--- src/design/tvig_pkg.sv ---
// tvig_pkg: shared widths, constants, types and helpers for the torus
// vertex and index generator. No dependencies.
package tvig_pkg;

   // fixed field widths
   localparam int SEG_W    = 9;
   localparam int RAD_W    = 16;
   localparam int REM_W    = 9;
   localparam int POS_W    = 25;
   localparam int NORM_W   = 16;
   localparam int TEX_W    = 17;
   localparam int TEX_FRAC = 16;
   localparam int IDX_W    = 17;
   localparam int TRIG_W   = 32;
   localparam int ADDR_W   = 4;
   localparam int DATA_W   = 32;

   // sine/cosine unit latency in cycles
   localparam int SC_LAT   = 11;

   // pi/2 in Q30
   localparam logic [30:0] HALF_PI_Q30 = 31'd1686629713;
   localparam logic [30:0] ONE_Q30     = 31'h4000_0000;

   // reciprocals for exact floor division of values below 2^30
   localparam logic [30:0] MAG_6  = 31'd1431655766;  // >> 33
   localparam logic [30:0] MAG_20 = 31'd1717986919;  // >> 35
   localparam logic [30:0] MAG_42 = 31'd1636178018;  // >> 36
   localparam logic [30:0] MAG_12 = 31'd1431655766;  // >> 34
   localparam logic [30:0] MAG_30 = 31'd1145324613;  // >> 35
   localparam logic [30:0] MAG_56 = 31'd1227133514;  // >> 36

   // register map
   typedef enum logic [1:0] {
      CSR_MAJOR_RADIUS   = 2'd0,
      CSR_MINOR_RADIUS   = 2'd1,
      CSR_MAJOR_SEGMENTS = 2'd2,
      CSR_MINOR_SEGMENTS = 2'd3
   } csr_reg_type;

   typedef enum logic {
      OP_VERTEX = 1'b0,
      OP_QUAD   = 1'b1
   } opcode_type;

   // sideband carried alongside the divider cells
   typedef struct packed {
      logic             valid;
      logic             opcode;
      logic [IDX_W-1:0] corner;
   } div_side_type;

   // sideband carried alongside the trig and geometry stages
   typedef struct packed {
      logic             valid;
      logic             opcode;
      logic [IDX_W-1:0] corner;
      logic [TEX_W-1:0] tex_u;
      logic [TEX_W-1:0] tex_v;
   } post_side_type;

   function automatic logic [59:0] mul30(input logic [29:0] a, input logic [29:0] b);
      return {30'b0, a} * {30'b0, b};
   endfunction

   function automatic logic [60:0] mulmag(input logic [29:0] a, input logic [30:0] b);
      return {31'b0, a} * {30'b0, b};
   endfunction

   // clamp to signed 16 bits
   function automatic logic [NORM_W-1:0] sat_norm(input logic signed [23:0] x);
      if (x > 24'sd32767) begin
         return 16'h7FFF;
      end else if (x < -24'sd32768) begin
         return 16'h8000;
      end
      return x[NORM_W-1:0];
   endfunction

endpackage

--- src/design/tvig_div_cell.sv ---
// tvig_div_cell: one restoring-division cell, one quotient bit per cycle while adv is high.
// Depends on tvig_pkg.
module tvig_div_cell #(
   parameter int QW    = 17,
   parameter int SHIFT = 16,
   parameter int STEP  = 0
) (
   input  logic                       clock,
   input  logic                       adv,
   input  logic [tvig_pkg::SEG_W-1:0] divisor,
   input  logic [tvig_pkg::REM_W-1:0] rem_in,
   input  logic [QW-1:0]              quo_in,
   output logic [tvig_pkg::REM_W-1:0] rem_out,
   output logic [QW-1:0]              quo_out
);
   import tvig_pkg::*;

   logic [REM_W-1:0] rem_ff;
   logic [QW-1:0]    quo_ff;
   logic [REM_W-1:0] rem_in_w;
   logic [QW-1:0]    quo_in_w;

   generate
      if (STEP < SHIFT) begin : g_active
         localparam int HB = SHIFT - 1 - STEP;
         logic          hbit;
         logic [REM_W:0] trial;
         logic           ge;

         // dividend low part is divisor/2, so its bits come from the divisor
         if (HB < SEG_W - 1) begin : g_hb
            assign hbit = divisor[HB+1];
         end else begin : g_hz
            assign hbit = 1'b0;
         end

         assign trial    = {rem_in, hbit};
         assign ge       = trial >= {1'b0, divisor};
         assign rem_in_w = ge ? REM_W'(trial - {1'b0, divisor}) : trial[REM_W-1:0];
         assign quo_in_w = {quo_in[QW-2:0], ge};
      end else begin : g_pass
         assign rem_in_w = rem_in;
         assign quo_in_w = quo_in;
      end
   endgenerate

   always_ff @(posedge clock) begin
      if (adv) begin
         rem_ff <= rem_in_w;
         quo_ff <= quo_in_w;
      end
   end

   assign rem_out = rem_ff;
   assign quo_out = quo_ff;

endmodule

--- config.mk ---
export PLATFORM = sky130hd
export DESIGN_NAME = tvig_div_cell
export DESIGN_NICKNAME = d
export VERILOG_FILES = /design/src/design/tvig_pkg.sv /design/src/design/tvig_div_cell.sv
export SDC_FILE = /design/constraint.sdc
export NUM_CORES = 1
export LEC_CHECK = 0
export BUFFER_PORTS_ARGS = -buffer_cell sky130_fd_sc_hd__buf_4
export CORE_MARGIN = 2
export CORE_UTILIZATION = 40
export CTS_BUF_LIST = sky130_fd_sc_hd__clkbuf_16
export CTS_CLUSTER_DIAMETER = 80
export DETAILED_ROUTE_END_ITERATION = 10
export PLACE_DENSITY = 0.79
export SKIP_CTS_REPAIR_TIMING = 1
export SYNTH_ARGS = -nofsm -noshare
export SYNTH_HDL_FRONTEND = slang
export SYNTH_SLANG_ARGS = --single-unit
--- constraint.sdc ---
create_clock -name clock -period 2.5 [get_ports clock]
set_input_delay 0.5 -clock clock [delete_from_list [all_inputs] [get_ports clock]]
set_output_delay 0.5 -clock clock [all_outputs]
set_load 0.01 [all_outputs]
Word level (Yosys, flattened, before mapping)
Cells that the tools add are included.
Storage, ports and cells
  input bits: 37
  flip-flop bits (word level): 26
  output and inout bits: 26
  logic and storage cells: 6
Cells by class
  add/subtract/negate cells: 1
  $lt $le $gt $ge: 1
  muxes and demuxes: 1
Operators with widths (number)
  $ge A10 B9 Y1: 1
  $mux W9: 1
  $sub A9 B9 Y9: 1

Depth between registers and ports, before layout
  word-level depth: 2
  gate-level depth with buffers: 9

Worst setup path before layout
Ideal clock, no wire load.
  path type: input to register
  from: in divisor[1] in the netlist's numbering
  to: reg rem_ff[3] (netlist: rem_out[3]), data pin
  arrival time: 1998 ps
  stages: 9
  path slack: 242 ps
  path through: inv_1 ha_1 ha_1 and3_1 nand3_1 nor4b_4 or2_4 inv_4 mux2_4
Between the ends
  word-level cells in the longest chain between the ends: 2
  elaborated cells between the ends (all ways): 3
RTL lines
  from (decl): RTL line tvig_div_cell.sv:10  | input logic [tvig_pkg::SEG_W-1:0] divisor,
  $ge A10 B9 Y1: RTL line tvig_div_cell.sv:38  | assign ge = trial >= {1'b0, divisor};
  via g_active.ge: RTL line tvig_div_cell.sv:28  | logic ge;
  $mux W9: RTL line tvig_div_cell.sv:39  | assign rem_in_w = ge ? REM_W'(trial - {1'b0, divisor}) : trial[REM_W-1:0];
  via rem_in_w[3]: RTL line tvig_div_cell.sv:20  | logic [REM_W-1:0] rem_in_w;
  to (signal assigned): RTL line tvig_div_cell.sv:49  | rem_ff <= rem_in_w;
  to (decl): RTL line tvig_div_cell.sv:18  | logic [REM_W-1:0] rem_ff;
The timed path passes the listed nets, and every way through them passes these cells.
A chain may end at the register's enable or synchronous reset.

Worst setup path after layout
  from: in divisor[0] in the netlist's numbering
  to: reg rem_ff[5] (netlist: rem_out[5]), data pin
Same word-level chain as after synthesis.

==> run summary <==
The run finished with clean final reports. The main combinational cell family by area after synthesis was simple AND/OR/NAND/NOR gates. Prior to clock tree synthesis, the placed netlist has a worst setup slack of 0.0449 ns. In this run the static leakage power is 0.000900 uW. The number of input and output port buffers inserted was 61. The cell area power density is 607 nW/um2, and the final standard cell utilization of the core is 60.1%. For this run, global-route usage on met1 was measured as 16.8%. The synthesized netlist devotes 9.65% of its cell area to adder and majority cells. The final routed wire length divided by cell count is 13.8 um, and the final period demand of the worst path is 2.16 ns.

The run gives 1093 as the number of global-route vias before repair. Critical path's largest stage delay: 0.45 ns. Setup repair after global routing left no endpoint under its margin. The first-pass GRT wire length is 4890 um. The basic-gate share of the synthesized area counting and, or, nand and nor cells works out to 12.1%. The number of distinct library cells after synthesis was 35. The worst-case IR drop observed on VDD is 0.262 mV. The logs give 1 for the count of H-tree levels built during CTS and 0.416 ns for the minimum hold slack.

The tools report the clock tree root buffer cell as sky130_fd_sc_hd__clkbuf_16. The logs give 3 for the number of buffers inserted during clock tree synthesis and 0 for the number of max-slew violations in the final report. The final critical path takes up 86.5% of the cycle.

The average vias per placed instance was 5.00. TritonCTS built the clock tree. Relative max-transition margin: 76.4%.

Summing the areas of all compound-gate instances in the mapped netlist gives 10.7% of the synthesized area. The routed design has 2990 um of wire. After legalization and detailed placement, the total HPWL measured 2450 um. The count of routing violations after the opening detailed-route iteration came out at 35. The critical path is of the in -> reg type. Count of mapped cells out of synthesis: 103.

The initial core utilization is 41.5%. The count of synthesis-stage warnings from yosys was 0. For the buffer depth of the longest clock path, the log shows 2. The transition at the pin with the smallest max-transition slack was 0.353 ns; the final routed DRC violation total was 0. The routing layer with the top usage in global route was met2.

Clock-pin slew was measured on the worst setup and hold paths at 0.06 ns. The average instance area after synthesis was 13.4 um2; the number of failing hold endpoints at the final stage was 0. The global-route track usage on met2 is 30.8%, and the register bit count reported by yosys is 26. STA classifies the critical path startpoint as an input pin.

The total of endpoints with negative setup slack in the final report is 0. The die is 62.6 um tall. The pin count of the biggest net entering global routing was 27; the data required time at the worst endpoint was 2.51 ns. The multiplexer area fraction after synthesis was 4.37%. The layout has 298 filler cells. Endpoint kind of the worst setup timing path: a register. Total I/O pin count: 63.

Class of the worst hold path: in -> reg. The run gives 0.804 as the final weighted congestion in routability-driven placement. The x dimension of the die works out to 62.6 um. The region available for standard cell placement spans 3310 um2. For this run, global-route usage on met3 was measured as 3.96%. Walking the worst path, the cells encountered are buf_4 -> fa_1 -> nand2b_1 -> a21oi_2 -> nor4b_4 -> or2_4 -> inv_4 -> mux2_4. The floorplan has 21 rows. After the last flow step, the layout net total stands at 219.

The share of layout cells above drive strength 1 is 46.5%. The xor and xnor fraction of the mapped netlist area came out at 3.18%. The detailed router placed 1079 vias in this run.

The worst-case setup margin in the final layout is 0.336 ns, and the number of antenna diodes is 0. The first detailed-routing pass ran for 4 iterations. Among all stages on the critical path, the largest delay is contributed by sky130_fd_sc_hd__fa_1. The run gives 26 as the number of clock sinks.

Based on the critical path, the design can be clocked at up to 462 MHz. The count of nets left with antenna violations once routing finished came out at 0. For this run the aggregate overflow at the end of global routing stands at 0. The global-route usage over all layers was 16.2%; the critical-path maximum fanout was 5. The tools report the number of antenna violations at the first check in global routing as 0. After routing, the total negative slack on setup checks comes to 0 ns. The summed instance area of the synthesized netlist is 1380 um2.

Counting every net in the synthesized netlist gives 150. The tool flagged a number of max-cap violations equal to 0. Sequential cells were found to cover 56.8% of the synthesized design area. The synthesis-to-finish area growth was 44.6%. Data arrives at the worst endpoint at 2.17 ns. The die covers 3920 um2.
-- metrics by stage --
| step | cell area (um2) | total power (uW) | cells |
|---|---|---|---|
| after global placement | 1910 | 866 | 213 |
| after CTS | 1990 | 1220 | 216 |
| after detailed placement | 1910 | 878 | 213 |
| after floorplan | 1380 | 721 | 103 |
| final | 1990 | 1210 | 216 |
| after global routing | 1990 | 1260 | 216 |
-- report_power, final --
| group | switching [uW] | total [uW] | internal, uW | leakage, uW |
|---|---|---|---|---|
| Sequential | 13.0 | 552 | 539 | 0.000254 |
| Combinational | 143 | 316 | 173 | 0.000609 |
| Clock | 127 | 338 | 212 | 0.0000370 |
-- routing by layer --
layer | wire (um) | vias to the layer above | share of wire [%]
li1 | - | 520 | -
met4 | 50 | 0 | 1.7
met2 | 1610 | 48 | 54
met5 | 0 | - | 0
met3 | 208 | 5 | 7.0
met1 | 1120 | 506 | 37
-- critical path: cells and delay by family --
family | cells | cell delay, ns
AO/OA/AOI/OAI | 1 | 0.21
AND/OR/NAND/NOR | 3 | 0.50
multiplexers | 1 | 0.30
adder cells (fa/ha/maj) | 1 | 0.45
buffers and inverters | 2 | 0.22
-- cells by family (layout without fill, tap and decap cells) --
logic type / Yosys count / in the layout
and+or+nand+nor: 24 / 24
buffers and inverters: 11 / 78
adders and majority gates: 10 / 10
AOI/OAI and AO/OA: 23 / 23
DFF: 26 / 26
muxes: 4 / 4
xor gates and xnor gates: 5 / 5
-- area by class of cell --
type,instances,area [um2],area share [%]
sequential,26,781,39.3
multi-input combinational,66,551,27.7
timing repair buffer,64,480,24.2
clock buffer,3,75.1,3.78
tap,46,57.6,2.89
inverter,11,43.8,2.20
-- flip-flops by register name, indices dropped and copies added, names as in the netlist --
name and flops:
quo_out 17, rem_out 9
-- synthesized netlist by cell type, drive strengths merged --
library cell  count  area, um2
a21o              3       22.5
a21oi             7       42.5
and2              1       6.26
and3              1       6.26
edfxtp           26        781
fa                1       20.0
ha                9        113
inv              11       43.8
mux2              4       60.1
nand2             3       13.8
nand2b            2       12.5
nand3             1       5.00
nand3b            2       15.0
nand4             1       6.26
nand4b            1       8.76
nor2              5       26.3
nor2b             1       6.26
nor3              1       5.00
nor4              1       6.26
nor4b             1       23.8
o2111ai           1       8.76
o211ai            1       7.51
o21a              2       15.0
o21ai             7       35.0
o31ai             1       7.51
o32ai             1       8.76
or2               2       15.0
or4b              1       10.0
xnor2             3       26.3
xor2              2       17.5
-- path summary, 6_finish.rpt --
check | start | depth (start not counted) | slack [ns] | endpoint
max | divisor[0] | 8 | 0.34 | rem_out[5]
min | quo_in[14] | 1 | 0.42 | quo_out[15]
-- layout by cell type (no fill, tap or decap), types with 2 or more instances in the layout --
master / instances
sky130_fd_sc_hd__a21o_1: 3
sky130_fd_sc_hd__a21oi_1: 5
sky130_fd_sc_hd__a21oi_2: 2
sky130_fd_sc_hd__buf_4: 64
sky130_fd_sc_hd__clkbuf_16: 3
sky130_fd_sc_hd__edfxtp_1: 26
sky130_fd_sc_hd__ha_1: 9
sky130_fd_sc_hd__inv_1: 10
sky130_fd_sc_hd__mux2_4: 4
sky130_fd_sc_hd__nand2_1: 2
sky130_fd_sc_hd__nand2b_1: 2
sky130_fd_sc_hd__nand3b_1: 2
sky130_fd_sc_hd__nor2_1: 4
sky130_fd_sc_hd__o21a_1: 2
sky130_fd_sc_hd__o21ai_0: 7
sky130_fd_sc_hd__xnor2_1: 3
sky130_fd_sc_hd__xor2_1: 2
(Power assumes the default switching activity.)
